$ cat src/rtl/core/lcdst_pkg.sv
// ----------------------------------------------------------------------------
// lcdst_pkg
// Types and constants shared by the scanline timing and status core.
// ----------------------------------------------------------------------------
package lcdst_pkg;

  // field widths
  localparam int CYCLES_W = 6;
  localparam int LINE_W   = 8;
  localparam int LEFT_W   = 9;
  localparam int STATEN_W = 4;
  localparam int CFG_IDX_W  = 2;
  localparam int CFG_DATA_W = 8;

  // line numbers and mode timing
  localparam logic [LINE_W-1:0] LAST_LINE   = 8'd153;
  localparam logic [LINE_W-1:0] VBLANK_LINE = 8'd144;
  localparam int OAM_CYCLES  = 80;
  localparam int XFER_CYCLES = 172;

  // bit of the interrupt enables for the line compare source
  localparam int STAT_EN_LYC_BIT = 3;

  // configuration register indexes
  typedef enum logic [CFG_IDX_W-1:0] {
    CFG_LCD_ENABLE = 2'd0,
    CFG_LYC        = 2'd1,
    CFG_STAT_EN    = 2'd2
  } cfg_index_t;

  // display mode codes
  typedef enum logic [1:0] {
    MODE_HBLANK = 2'd0,
    MODE_VBLANK = 2'd1,
    MODE_OAM    = 2'd2,
    MODE_XFER   = 2'd3
  } lcd_mode_t;

  // configuration register set
  typedef struct packed {
    logic                lcd_enable;
    logic [LINE_W-1:0]   lyc;
    logic [STATEN_W-1:0] stat_en;
  } cfg_t;

  // one result
  typedef struct packed {
    logic [LINE_W-1:0] line;
    logic [1:0]        mode;
    logic              coincidence;
    logic              draw_line;
    logic              vblank_irq;
    logic              stat_irq;
    logic              in_vblank;
  } line_result_t;

endpackage

$ cat src/rtl/core/lcdst_if.sv
// ----------------------------------------------------------------------------
// lcdst_if
// Valid/ready channels for tick requests and timing results.
// ----------------------------------------------------------------------------
interface lcdst_tick_if;
  logic       valid;
  logic       ready;
  logic [5:0] cycles;

  modport source (output valid, output cycles, input ready);
  modport sink   (input valid, input cycles, output ready);
endinterface

interface lcdst_result_if;
  logic       valid;
  logic       ready;
  logic [7:0] line;
  logic [1:0] mode;
  logic       coincidence;
  logic       draw_line;
  logic       vblank_irq;
  logic       stat_irq;
  logic       in_vblank;

  modport source (output valid, output line, output mode, output coincidence,
                  output draw_line, output vblank_irq, output stat_irq,
                  output in_vblank, input ready);
  modport sink   (input valid, input line, input mode, input coincidence,
                  input draw_line, input vblank_irq, input stat_irq,
                  input in_vblank, output ready);
endinterface

$ cat src/rtl/core/lcdst_cfg_regs.sv
// ----------------------------------------------------------------------------
// lcdst_cfg_regs
// Configuration registers: display enable, line compare value, irq enables.
// ----------------------------------------------------------------------------
module lcdst_cfg_regs
  import lcdst_pkg::*;
(
  input  logic                  clk,
  input  logic                  rst,
  input  logic                  cfg_we,
  input  logic [CFG_IDX_W-1:0]  cfg_index,
  input  logic [CFG_DATA_W-1:0] cfg_data,
  output cfg_t                  cfg
);

  cfg_t regs;

  // register writes, unknown index ignored
  always_ff @(posedge clk) begin
    if (rst) begin
      regs <= '0;
    end else if (cfg_we) begin
      case (cfg_index)
        CFG_LCD_ENABLE: regs.lcd_enable <= cfg_data[0];
        CFG_LYC:        regs.lyc        <= cfg_data[LINE_W-1:0];
        CFG_STAT_EN:    regs.stat_en    <= cfg_data[STATEN_W-1:0];
        default: ;
      endcase
    end
  end

  assign cfg = regs;

endmodule

$ cat src/rtl/core/lcdst_line_timer.sv
// ----------------------------------------------------------------------------
// lcdst_line_timer
// Line countdown, line counter, mode and status state with one-tick update.
// ----------------------------------------------------------------------------
module lcdst_line_timer
  import lcdst_pkg::*;
#(
  parameter int LINE_CYCLES = 456
)
(
  input  logic                clk,
  input  logic                rst,
  input  logic                step,
  input  logic [CYCLES_W-1:0] cycles,
  input  cfg_t                cfg,
  output line_result_t        result
);

  localparam logic [LEFT_W-1:0] LINE_LEN = LEFT_W'(LINE_CYCLES);
  localparam logic [LEFT_W-1:0] OAM_TH   = LEFT_W'(LINE_CYCLES - OAM_CYCLES);
  localparam logic [LEFT_W-1:0] XFER_TH  =
    LEFT_W'(LINE_CYCLES - OAM_CYCLES - XFER_CYCLES);

  logic [LEFT_W-1:0] line_cycles_left, line_cycles_left_next;
  logic [LINE_W-1:0] current_line, current_line_next;
  lcd_mode_t         line_mode, line_mode_next;
  logic              vblank_flag, vblank_flag_next;
  logic              coin_flag, coin_flag_next;

  logic signed [LEFT_W:0] diff;
  logic                   wrap;
  logic [LINE_W-1:0]      line_inc;
  logic                   draw, vbirq, stirq;

  // countdown, line advance and mode derivation
  always_comb begin
    line_cycles_left_next = line_cycles_left;
    current_line_next     = current_line;
    line_mode_next        = line_mode;
    vblank_flag_next      = vblank_flag;
    coin_flag_next        = coin_flag;
    draw                  = 1'b0;
    vbirq                 = 1'b0;
    stirq                 = 1'b0;

    diff     = $signed({1'b0, line_cycles_left}) -
               $signed({{(LEFT_W + 1 - CYCLES_W){1'b0}}, cycles});
    wrap     = (diff <= 0);
    line_inc = current_line + LINE_W'(1);

    if (cfg.lcd_enable) begin
      line_cycles_left_next = diff[LEFT_W-1:0];
      if (wrap) begin
        line_cycles_left_next = diff[LEFT_W-1:0] + LINE_LEN;
        current_line_next     = line_inc;
        if (line_inc > LAST_LINE) begin
          current_line_next = '0;
          vblank_flag_next  = 1'b0;
        end
        if (current_line_next < VBLANK_LINE) begin
          draw = 1'b1;
        end else if (current_line_next == VBLANK_LINE) begin
          vbirq            = 1'b1;
          vblank_flag_next = 1'b1;
        end
      end

      // mode from line and remaining cycles
      if (current_line_next > VBLANK_LINE) begin
        line_mode_next = MODE_VBLANK;
      end else if (line_cycles_left_next > OAM_TH) begin
        line_mode_next = MODE_OAM;
      end else if (line_cycles_left_next > XFER_TH) begin
        line_mode_next = MODE_XFER;
      end else begin
        line_mode_next = MODE_HBLANK;
      end

      // status interrupt on enabled mode change, transfer excluded
      if (line_mode_next != line_mode && line_mode_next != MODE_XFER &&
          cfg.stat_en[line_mode_next]) begin
        stirq = 1'b1;
      end

      // line compare
      coin_flag_next = (cfg.lyc == current_line_next);
      if (coin_flag_next && cfg.stat_en[STAT_EN_LYC_BIT]) begin
        stirq = 1'b1;
      end
    end
  end

  // state registers
  always_ff @(posedge clk) begin
    if (rst) begin
      line_cycles_left <= LINE_LEN;
      current_line     <= '0;
      line_mode        <= MODE_HBLANK;
      vblank_flag      <= 1'b0;
      coin_flag        <= 1'b0;
    end else if (step) begin
      line_cycles_left <= line_cycles_left_next;
      current_line     <= current_line_next;
      line_mode        <= line_mode_next;
      vblank_flag      <= vblank_flag_next;
      coin_flag        <= coin_flag_next;
    end
  end

  // result of this tick
  always_comb begin
    result.line        = current_line_next;
    result.mode        = line_mode_next;
    result.coincidence = coin_flag_next;
    result.draw_line   = draw;
    result.vblank_irq  = vbirq;
    result.stat_irq    = stirq;
    result.in_vblank   = vblank_flag_next;
  end

endmodule

$ cat src/rtl/core/lcd_scanline_timing_stat_core.sv
// ----------------------------------------------------------------------------
// lcd_scanline_timing_stat_core
// Scanline timing and status unit: line countdown, mode and interrupts.
// ----------------------------------------------------------------------------
// a tick request is held in the tick register, and its result then in the result register
// throughput: one tick per cycle while the result side takes each result, set by the
// state update between the tick register and the result register
// reset: synchronous, clears configuration, timing state and both stages
module lcd_scanline_timing_stat_core
  import lcdst_pkg::*;
#(
  parameter int LINE_CYCLES = 456
)
(
  input  logic                  clk,
  input  logic                  rst,
  input  logic                  cfg_we,
  input  logic [CFG_IDX_W-1:0]  cfg_index,
  input  logic [CFG_DATA_W-1:0] cfg_data,
  lcdst_tick_if.sink            tick,
  lcdst_result_if.source        result
);

  cfg_t                cfg;
  logic                tick_valid;
  logic [CYCLES_W-1:0] tick_cycles;
  logic                out_valid;
  line_result_t        out_data;
  line_result_t        step_result;
  logic                advance;

  // configuration registers
  lcdst_cfg_regs u_cfg_regs (
    .clk       (clk),
    .rst       (rst),
    .cfg_we    (cfg_we),
    .cfg_index (cfg_index),
    .cfg_data  (cfg_data),
    .cfg       (cfg)
  );

  // handshake: the tick stage moves on when the result register is free
  assign advance    = tick_valid && (!out_valid || result.ready);
  assign tick.ready = !tick_valid || advance;

  // tick register
  always_ff @(posedge clk) begin
    if (rst) begin
      tick_valid <= 1'b0;
    end else if (tick.ready) begin
      tick_valid <= tick.valid;
    end
  end

  always_ff @(posedge clk) begin
    if (tick.ready && tick.valid) begin
      tick_cycles <= tick.cycles;
    end
  end

  // timing state and update
  lcdst_line_timer #(
    .LINE_CYCLES (LINE_CYCLES)
  ) u_line_timer (
    .clk    (clk),
    .rst    (rst),
    .step   (advance),
    .cycles (tick_cycles),
    .cfg    (cfg),
    .result (step_result)
  );

  // result register
  always_ff @(posedge clk) begin
    if (rst) begin
      out_valid <= 1'b0;
    end else if (advance) begin
      out_valid <= 1'b1;
    end else if (result.ready) begin
      out_valid <= 1'b0;
    end
  end

  always_ff @(posedge clk) begin
    if (advance) begin
      out_data <= step_result;
    end
  end

  assign result.valid       = out_valid;
  assign result.line        = out_data.line;
  assign result.mode        = out_data.mode;
  assign result.coincidence = out_data.coincidence;
  assign result.draw_line   = out_data.draw_line;
  assign result.vblank_irq  = out_data.vblank_irq;
  assign result.stat_irq    = out_data.stat_irq;
  assign result.in_vblank   = out_data.in_vblank;

endmodule

$ cat src/flat_wrapper.sv
// flat-port wrapper written by rule: the top's interface ports become plain ports
module lcd_scanline_timing_stat_core_flat import lcdst_pkg::*;
#(
  parameter int LINE_CYCLES = 456
)
  (clk, rst, cfg_we, cfg_index, cfg_data, tick_valid, tick_cycles, tick_ready, result_valid, result_line, result_mode, result_coincidence, result_draw_line, result_vblank_irq, result_stat_irq, result_in_vblank, result_ready);
  lcdst_tick_if tick_i ();
  lcdst_result_if result_i ();
  input  logic clk;
  input  logic rst;
  input  logic cfg_we;
  input  logic [CFG_IDX_W-1:0] cfg_index;
  input  logic [CFG_DATA_W-1:0] cfg_data;
  input wire logic [$bits(tick_i.valid)-1:0] tick_valid;
  input wire logic [$bits(tick_i.cycles)-1:0] tick_cycles;
  output wire logic [$bits(tick_i.ready)-1:0] tick_ready;
  output wire logic [$bits(result_i.valid)-1:0] result_valid;
  output wire logic [$bits(result_i.line)-1:0] result_line;
  output wire logic [$bits(result_i.mode)-1:0] result_mode;
  output wire logic [$bits(result_i.coincidence)-1:0] result_coincidence;
  output wire logic [$bits(result_i.draw_line)-1:0] result_draw_line;
  output wire logic [$bits(result_i.vblank_irq)-1:0] result_vblank_irq;
  output wire logic [$bits(result_i.stat_irq)-1:0] result_stat_irq;
  output wire logic [$bits(result_i.in_vblank)-1:0] result_in_vblank;
  input wire logic [$bits(result_i.ready)-1:0] result_ready;
  assign tick_i.valid = tick_valid;
  assign tick_i.cycles = tick_cycles;
  assign tick_ready = tick_i.ready;
  assign result_valid = result_i.valid;
  assign result_line = result_i.line;
  assign result_mode = result_i.mode;
  assign result_coincidence = result_i.coincidence;
  assign result_draw_line = result_i.draw_line;
  assign result_vblank_irq = result_i.vblank_irq;
  assign result_stat_irq = result_i.stat_irq;
  assign result_in_vblank = result_i.in_vblank;
  assign result_i.ready = result_ready;
  lcd_scanline_timing_stat_core #(.LINE_CYCLES(LINE_CYCLES)) u_core (.clk(clk), .rst(rst), .cfg_we(cfg_we), .cfg_index(cfg_index), .cfg_data(cfg_data), .tick(tick_i), .result(result_i));
endmodule
$ cat config.mk
export PLATFORM = sky130hd
export DESIGN_NAME = lcd_scanline_timing_stat_core_flat
export DESIGN_NICKNAME = d
export VERILOG_FILES = /design/src/rtl/core/lcdst_pkg.sv /design/src/rtl/core/lcdst_if.sv /design/src/rtl/core/lcdst_cfg_regs.sv /design/src/rtl/core/lcdst_line_timer.sv /design/src/rtl/core/lcd_scanline_timing_stat_core.sv /design/src/flat_wrapper.sv
export SDC_FILE = /design/constraint.sdc
export NUM_CORES = 1
export LEC_CHECK = 0
export ABC_AREA = 1
export BUFFER_PORTS_ARGS = -buffer_cell sky130_fd_sc_hd__buf_2
export CAP_MARGIN = 25
export CORE_ASPECT_RATIO = 2
export CORE_UTILIZATION = 45
export DETAILED_ROUTE_END_ITERATION = 6
export PLACE_DENSITY_LB_ADDON = 0.1
export REMOVE_ABC_BUFFERS = 1
export SYNTH_ARGS = -nofsm -noshare
export SYNTH_HDL_FRONTEND = slang
export SYNTH_SLANG_ARGS = --single-unit
$ cat constraint.sdc
create_clock -name clk -period 3.85 [get_ports clk]
set_input_delay 0.5775 -clock clk [delete_from_list [all_inputs] [get_ports clk]]
set_output_delay 0.5775 -clock clk [all_outputs]
set_load 0.05 [all_outputs]
; Yosys cells after proc, flatten, opt, wreduce, memory -nomap -nowiden
; Cells that the tools add are included.
[word_totals]
reg_bits = 57
romBits = 0
wordCells = 80
latchBits = 0
mem_bits_rw = 0
in_bits = 21
memories = 0
out_inout_bits = 17
[op_classes]
mul = 0
n_reduce_logical = 17
div_mod_pow = 0
n_shift = 0
addsub = 3
n_eq_ne = 6
bitwise_logic = 2
mux = 27
order_cmp = 7
[op_table]
columns = cell, count
row1 = 2-to-1 mux 8 bit, 6
row2 = 2-to-1 mux 9 bit, 2
row3 = "> comparator 8 bit, second input constant", 2
row4 = 2-to-1 mux 1 bit, 13
row5 = "less-or-equal comparator 10 x 1 -> 1 bit, second input constant", 1
row6 = 2-to-1 mux 2 bit, 5
row7 = AND reduction 2 bit, 5
row8 = subtractor 9 x 6 -> 10 bit, 1
row9 = "adder 9 bit, second input constant", 1
row10 = "> comparator 9 x 8 -> 1 bit, second input constant", 1
row11 = "> comparator 9 bit, second input constant", 1
row12 = "adder 8 x 1 -> 8 bit, second input constant", 1
row13 = equality test 8 bit, 1
row14 = "equality test 8 bit, second input constant", 1
row15 = "< comparator 8 bit, second input constant", 1
row16 = logical AND 1 bit, 5
row17 = "< comparator 2 x 3 -> 1 bit, second input constant", 1
row18 = OR reduction 3 bit, 1
row19 = binary-select mux 1 bit (select 2 bit), 1
row20 = "equality test 2 x 1 -> 1 bit, second input constant", 1
row21 = "equality test 2 bit, second input constant", 1
row22 = logical NOT 1 bit, 2
row23 = logical NOT 2 bit, 1
row24 = logical OR 1 bit, 2
row25 = other kinds (4), 5

; Logic depth before layout (Yosys ltp)
[logic_depth]
word_depth = 15
mapped_depth = 27
mapped_depth_nobuf = 27

; Hierarchy
; A second synthesis with hierarchy kept.
[unflattened]
cells_unflattened = 527
hier_area_um2 = 3614.7
[modules_own_cells]
columns = mod, cells_per_inst, area_per_inst_um2, seq_area_each_um2, instances
row1 = lcdst_line_timer, 408, 2321.0, 420.4, 1
row2 = lcd_scanline_timing_stat_core, 33, 721.9, 670.6, 1
row3 = lcdst_cfg_regs, 86, 571.8, 260.2, 1

; Worst setup path after synthesis
; No wires, ideal clock.
[synth_timing]
path_type = register to register
start = reg u_core.tick_cycles[0]
end = reg u_core.out_data (netlist bit u_core.result.stat_irq) (data pin)
n_path_buf = 1
required_ns = 3.594
stages_incl_launch_ff = 24
setup_time_ns = 0.256
arrival_time_ns = 2.603
setup_slack_ns = 0.991
synth_period_minus_slack_ns = 2.859
path_cell_list = edfxtp_1 ha_1 fa_1 inv_1 nand2_1 nand2_1 nand3_1 nand3_1 nand2_1 nor2_4 nand3_4 nand2_4 buf_12 nand2_2 nand2_2 nand2_2 nor2_2 nand2_1 nand2_2 nand3_1 nand3_1 nor2_1 nor2_1 nor2_1
[synth_via]
elab_chain_len = 14
elab_cells_between_ends = 24
cone_classes = add/sub (2) / order compare (4) / eq/ne (3) / mux (12) / reduce/logical (3)
[synth_rtl]
columns = element, line_no
row1 = from (decl), lcd_scanline_timing_stat_core.sv:26  ; logic [CYCLES_W-1:0] tick_cycles;
row2 = from (signal assigned), lcd_scanline_timing_stat_core.sv:57  ; tick_cycles <= tick.cycles;
row3 = subtractor 9 x 6 -> 10 bit (*), lcdst_line_timer.sv:46  ; diff = $signed({1'b0, line_cycles_left}) -
row4 = adder 9 bit or less-or-equal comparator 10 x 1 -> 1 bit (tied branches), "lcdst_line_timer.sv:54, lcdst_line_timer.sv:48"
row5 = 2-to-1 mux 9 bit, lcdst_line_timer.sv:53  ; if (wrap) begin
row6 = 2-to-1 mux 9 bit, lcdst_line_timer.sv:51  ; if (cfg.lcd_enable) begin
row7 = > comparator 9 x 8 -> 1 bit, lcdst_line_timer.sv:73  ; end else if (line_cycles_left_next > XFER_TH) begin
row8 = 2-to-1 mux 2 bit, lcdst_line_timer.sv:73
row9 = 2-to-1 mux 2 bit, lcdst_line_timer.sv:71  ; end else if (line_cycles_left_next > OAM_TH) begin
row10 = 2-to-1 mux 2 bit, lcdst_line_timer.sv:69  ; if (current_line_next > VBLANK_LINE) begin
row11 = 2-to-1 mux 2 bit, lcdst_line_timer.sv:51
row12 = binary-select mux 1 bit (select 2 bit) or inequality test 2 bit (tied branches), "lcdst_line_timer.sv:81, lcdst_line_timer.sv:80"
row13 = 2-to-1 mux 1 bit (not written as such) or logical AND 1 bit (tied branches), "lcdst_line_timer.sv:81, lcdst_line_timer.sv:80"
row14 = logical AND 1 bit, lcdst_line_timer.sv:80  ; if (line_mode_next != line_mode && line_mode_next != MODE_XFER &&
row15 = 2-to-1 mux 1 bit, lcdst_line_timer.sv:80
row16 = 2-to-1 mux 1 bit (*), lcdst_line_timer.sv:87  ; if (coin_flag_next && cfg.stat_en[STAT_EN_LYC_BIT]) begin
row17 = to (signal assigned), lcd_scanline_timing_stat_core.sv:86  ; out_data <= step_result;
row18 = to (decl), lcd_scanline_timing_stat_core.sv:28  ; line_result_t out_data;
; Mark *: on every way between the ends. The rest lies on a longest branch, timed or not. The select of a mux whose other input is x is not followed.
; A chain may end at the register's enable or synchronous reset.

; Worst setup path in the final report
[layout_timing]
start = reg u_core.u_line_timer.line_cycles_left[0]
end = reg u_core.out_data (netlist bit u_core.result.stat_irq) (data pin)
[layout_via]
elab_chain_len = 14
elab_cells_between_ends = 24
cone_classes = add/sub (2) / order compare (4) / eq/ne (3) / mux (12) / reduce/logical (3)
[layout_rtl]
columns = element, line_no
row1 = from (decl), lcdst_line_timer.sv:24  ; logic [LEFT_W-1:0] line_cycles_left, line_cycles_left_next;
row2 = from (signal assigned), lcdst_line_timer.sv:102  ; line_cycles_left <= line_cycles_left_next;
row3 = subtractor 9 x 6 -> 10 bit (*), lcdst_line_timer.sv:46
row4 = adder 9 bit or less-or-equal comparator 10 x 1 -> 1 bit (tied branches), "lcdst_line_timer.sv:54, lcdst_line_timer.sv:48"
row5 = 2-to-1 mux 9 bit, lcdst_line_timer.sv:53
row6 = 2-to-1 mux 9 bit, lcdst_line_timer.sv:51
row7 = > comparator 9 x 8 -> 1 bit, lcdst_line_timer.sv:73
row8 = 2-to-1 mux 2 bit, lcdst_line_timer.sv:73
row9 = 2-to-1 mux 2 bit, lcdst_line_timer.sv:71
row10 = 2-to-1 mux 2 bit, lcdst_line_timer.sv:69
row11 = 2-to-1 mux 2 bit, lcdst_line_timer.sv:51
row12 = binary-select mux 1 bit (select 2 bit) or inequality test 2 bit (tied branches), "lcdst_line_timer.sv:81, lcdst_line_timer.sv:80"
row13 = 2-to-1 mux 1 bit (not written as such) or logical AND 1 bit (tied branches), "lcdst_line_timer.sv:81, lcdst_line_timer.sv:80"
row14 = logical AND 1 bit, lcdst_line_timer.sv:80
row15 = 2-to-1 mux 1 bit, lcdst_line_timer.sv:80
row16 = 2-to-1 mux 1 bit (*), lcdst_line_timer.sv:87
; Marks and branches as above.

==> flow_summary.json <==
{
  "nNetsFinal": 563,
  "power.density_nw_per_um2": 411,
  "ctsResizeCount": 0,
  "yosys.cell_types.count": 39,
  "crit_path_end_kind": "register",
  "setup_tns_ns": 0,
  "slew_viol_final": 0,
  "grt_max_degree": 21,
  "die_w_um": 63.9,
  "port_buffers": 37,
  "wl_um": 8600,
  "hold_viol_final": 0,
  "netlist.area_leader.share_pct": 20.9,
  "vias": 3241,
  "final.min_clock_period_ns": 3.32,
  "synth.cell_area_um2": 3450,
  "vias_per_cell": 5.15,
  "start_util_pct": 47.1,
  "diodes": 0,
  "gp_congestion": 0.923,
  "die_area_um2": 8040,
  "crit_path_frequent_cell": "nand2_1",
  "crit_start": "u_core.u_line_timer.line_cycles_left[0]$_SDFFE_PP0P_",
  "synthCells": 493,
  "synth.area.top_cells": "dfxtp_1, edfxtp_1, nand2_1",
  "setup_slack_ns": 0.529,
  "required_ns": 3.93,
  "numClockSinks": 57,
  "cpMaxStageDelayCell": "fa_1",
  "path_class": "register to register",
  "setup_viol": 0,
  "antenna_found_initial": 0,
  "ys_ff_latch": 57,
  "post-place-ws_ns": 0.539,
  "cts-htree-levels": 3,
  "cts_buffers": 9,
  "hp-start": "tick_cycles[3]",
  "tritoncts": "yes",
  "grt_pass1_vias": 3285,
  "synth-seq-area-share_pct": 39.2,
  "crit_arrival_ns": 3.40,
  "path_max_fanout": 17,
  "cp-start-kind": "register",
  "drive_gt1_share_pct": 13.0,
  "clkLatencyLatePin_ns": 0.33,
  "max_freq_ghz": 0.301,
  "crit_buf_inv": 4,
  "syn_area_per_cell_um2": 6.99,
  "grt_first_pass_wirelength_um": 14300,
  "drc": 0,
  "cts_hold_buf": 0,
  "drt_first_iter_violations": 125,
  "overflow": 0,
  "core-area_um2": 7320,
  "yosysWarnings": 0,
  "rr_startpoint": "u_core.u_line_timer.line_cycles_left[0]$_SDFFE_PP0P_",
  "ir_drop_uv": 291,
  "hold_path_class": "primary input to register",
  "area_growth_syn_to_layout_pct": 14.9,
  "cts_root_buffer": "clkbuf_16",
  "io_pins": 38,
  "gr-usage-all-layers_pct": 23.7,
  "rows": 44,
  "die_y_um": 126,
  "drtPass1Iterations": 4,
  "synthArstFlopShare_pct": 0,
  "drv_cap": 0,
  "p_leak_uw": 0.00202,
  "slowest_delay_ns": 0.39,
  "cts.clk_slew.worst_paths_ns": 0.05,
  "r2r_slack_ns": 0.53,
  "post-cts-setup-buffers": 0,
  "synth-edff-count": 21,
  "wire_per_inst_um": 13.7,
  "relSlewSlack_pct": 49.3,
  "status": "finished clean",
  "worst_slew_pin_slew_ns": 0.760,
  "fin_worst_skew_ns": 0.00310,
  "synth_ff_type": "dfxtp_1",
  "synth_area_leader_cell": "dfxtp_1",
  "rsz0062_at_grt": "no",
  "clock_path_buffers": 2,
  "cpLargestDelayFamily": "simple AND/OR/NAND/NOR gates",
  "ant_nets": 0,
  "fin_crit_sh_pct": 86.2,
  "dp.final_hpwl_um": 6680
}
## kinds of logic after synthesis
family / share of synthesized area, %
adder cells (fa/ha/maj): 3.85
AO/OA/AOI/OAI: 12.4
flip-flops: 39.2
AND/OR/NAND/NOR: 32.0
buffers and inverters: 10.0
XOR/XNOR: 2.54
## per-layer routing
layer  wire length, µm  track usage, %
met1              3210            22.8
met2              4770            43.4
met3               229            4.80
met4               393            16.4
met5                 0               0
## flip-flops by register name (all words and copies together) (netlist names)
name,count
u_core.u_cfg_regs.cfg,13
u_core.u_line_timer.vblank_flag,1
u_core.result.line,8
u_core.result.coincidence,1
u_core.u_line_timer.line_cycles_left,9
u_core.result.valid,1
u_core.tick_cycles,6
u_core.result.draw_line,1
u_core.u_line_timer.line_mode,2
u_core.result.mode,2
u_core.result.stat_irq,1
u_core.result.vblank_irq,1
u_core.tick_valid,1
u_core.u_line_timer.coin_flag,1
u_core.result.in_vblank,1
u_core.u_line_timer.current_line,8
## cell usage after synthesis, drive strengths merged, types with 2 or more instances
library cell and instances:
xnor2 3, a21oi 26, edfxtp 21, nand4 3, buf 5, nor3 6, o211ai 2, o21ai 49
nand3b 2, nor2 52, nand3 47, inv 74, xor2 7, ha 9, a21boi 2, dfxtp 36
or2 4, nand2 132, clkbuf 6
## power breakdown
group / internal [µW] / switching (µW) / leakage [µW] / total, µW
combinational: 81.6 / 177 / 0.00139 / 258
sequential: 658 / 18.4 / 0.000498 / 677
clock: 450 / 243 / 0.000128 / 693
total: 1190 / 438 / 0.00202 / 1630
## path summary, 6_finish.rpt
kind	end	depth (start not counted)
max	u_core.result.stat_irq$_SDFFCE_PN0P_	25
min	u_core.tick_cycles[3]$_DFFE_PP_	1
max reg2reg	u_core.result.stat_irq$_SDFFCE_PN0P_	25
min reg2reg	u_core.u_line_timer.line_cycles_left[3]$_SDFFE_PP1P_	2
## worst reg2reg max path, cell delays in order, from the launching register on
cell and delay, ns:
dfxtp_1 0.31, inv_1 0.04, ha_1 0.21, fa_1 0.39, inv_1 0.09, nand2_1 0.06
nand2_1 0.10, nand3_1 0.09, nand3_1 0.08, nand2_1 0.15, nor2_4 0.17, nand3_4 0.20
nand2_4 0.24, nand2_1 0.11, nand2_1 0.11, nand2_1 0.07, inv_1 0.05, nand2_1 0.04
nand2_1 0.08, nand2_1 0.10, nand3_2 0.10, nand2_1 0.05, inv_1 0.05, nor2_1 0.04
nor2_1 0.09, nor2_1 0.05
## metrics by stage
step | util, % | std cells | hold slack (ns) | total power, µW | area (µm²)
finish | 54.1 | 629 | 0.426 | 1630 | 3960
global route | 54.1 | 629 | 0.418 | 1710 | 3960
CTS | 54.1 | 629 | 0.414 | 1650 | 3960
detailed placement | 50.5 | 613 | 0.472 | 946 | 3700
global placement | 50.5 | 613 | 0.465 | 941 | 3700
floorplan | - | 482 | 0.443 | 872 | 3380
## final cells by class
cell class / instances / area [µm²]
multi-input cells: 350 / 1750
flip-flops and latches: 57 / 1350
inverters: 75 / 282
fillers: 738 / 3360
clock buffers: 15 / 258
well taps: 92 / 115
repair buffers: 39 / 200
clock inverters: 1 / 5.00
## layout by cell type (no fill, tap or decap), types with 2 or more instances in the layout
cell type  count
a21boi_0       2
a21oi_1       26
buf_2         37
buf_4          2
clkbuf_1       5
clkbuf_16      9
dfxtp_1       36
edfxtp_1      21
ha_1           9
inv_1         74
nand2_1      123
nand2_2        8
nand3_1       45
nand3b_1       2
nand4_1        2
nor2_1        48
nor2_2         3
nor3_1         4
nor3_2         2
o211ai_1       2
o21ai_0       49
or2_2          2
xnor2_1        3
xor2_1         7
Note: power is estimated with default switching activity, not from simulation.
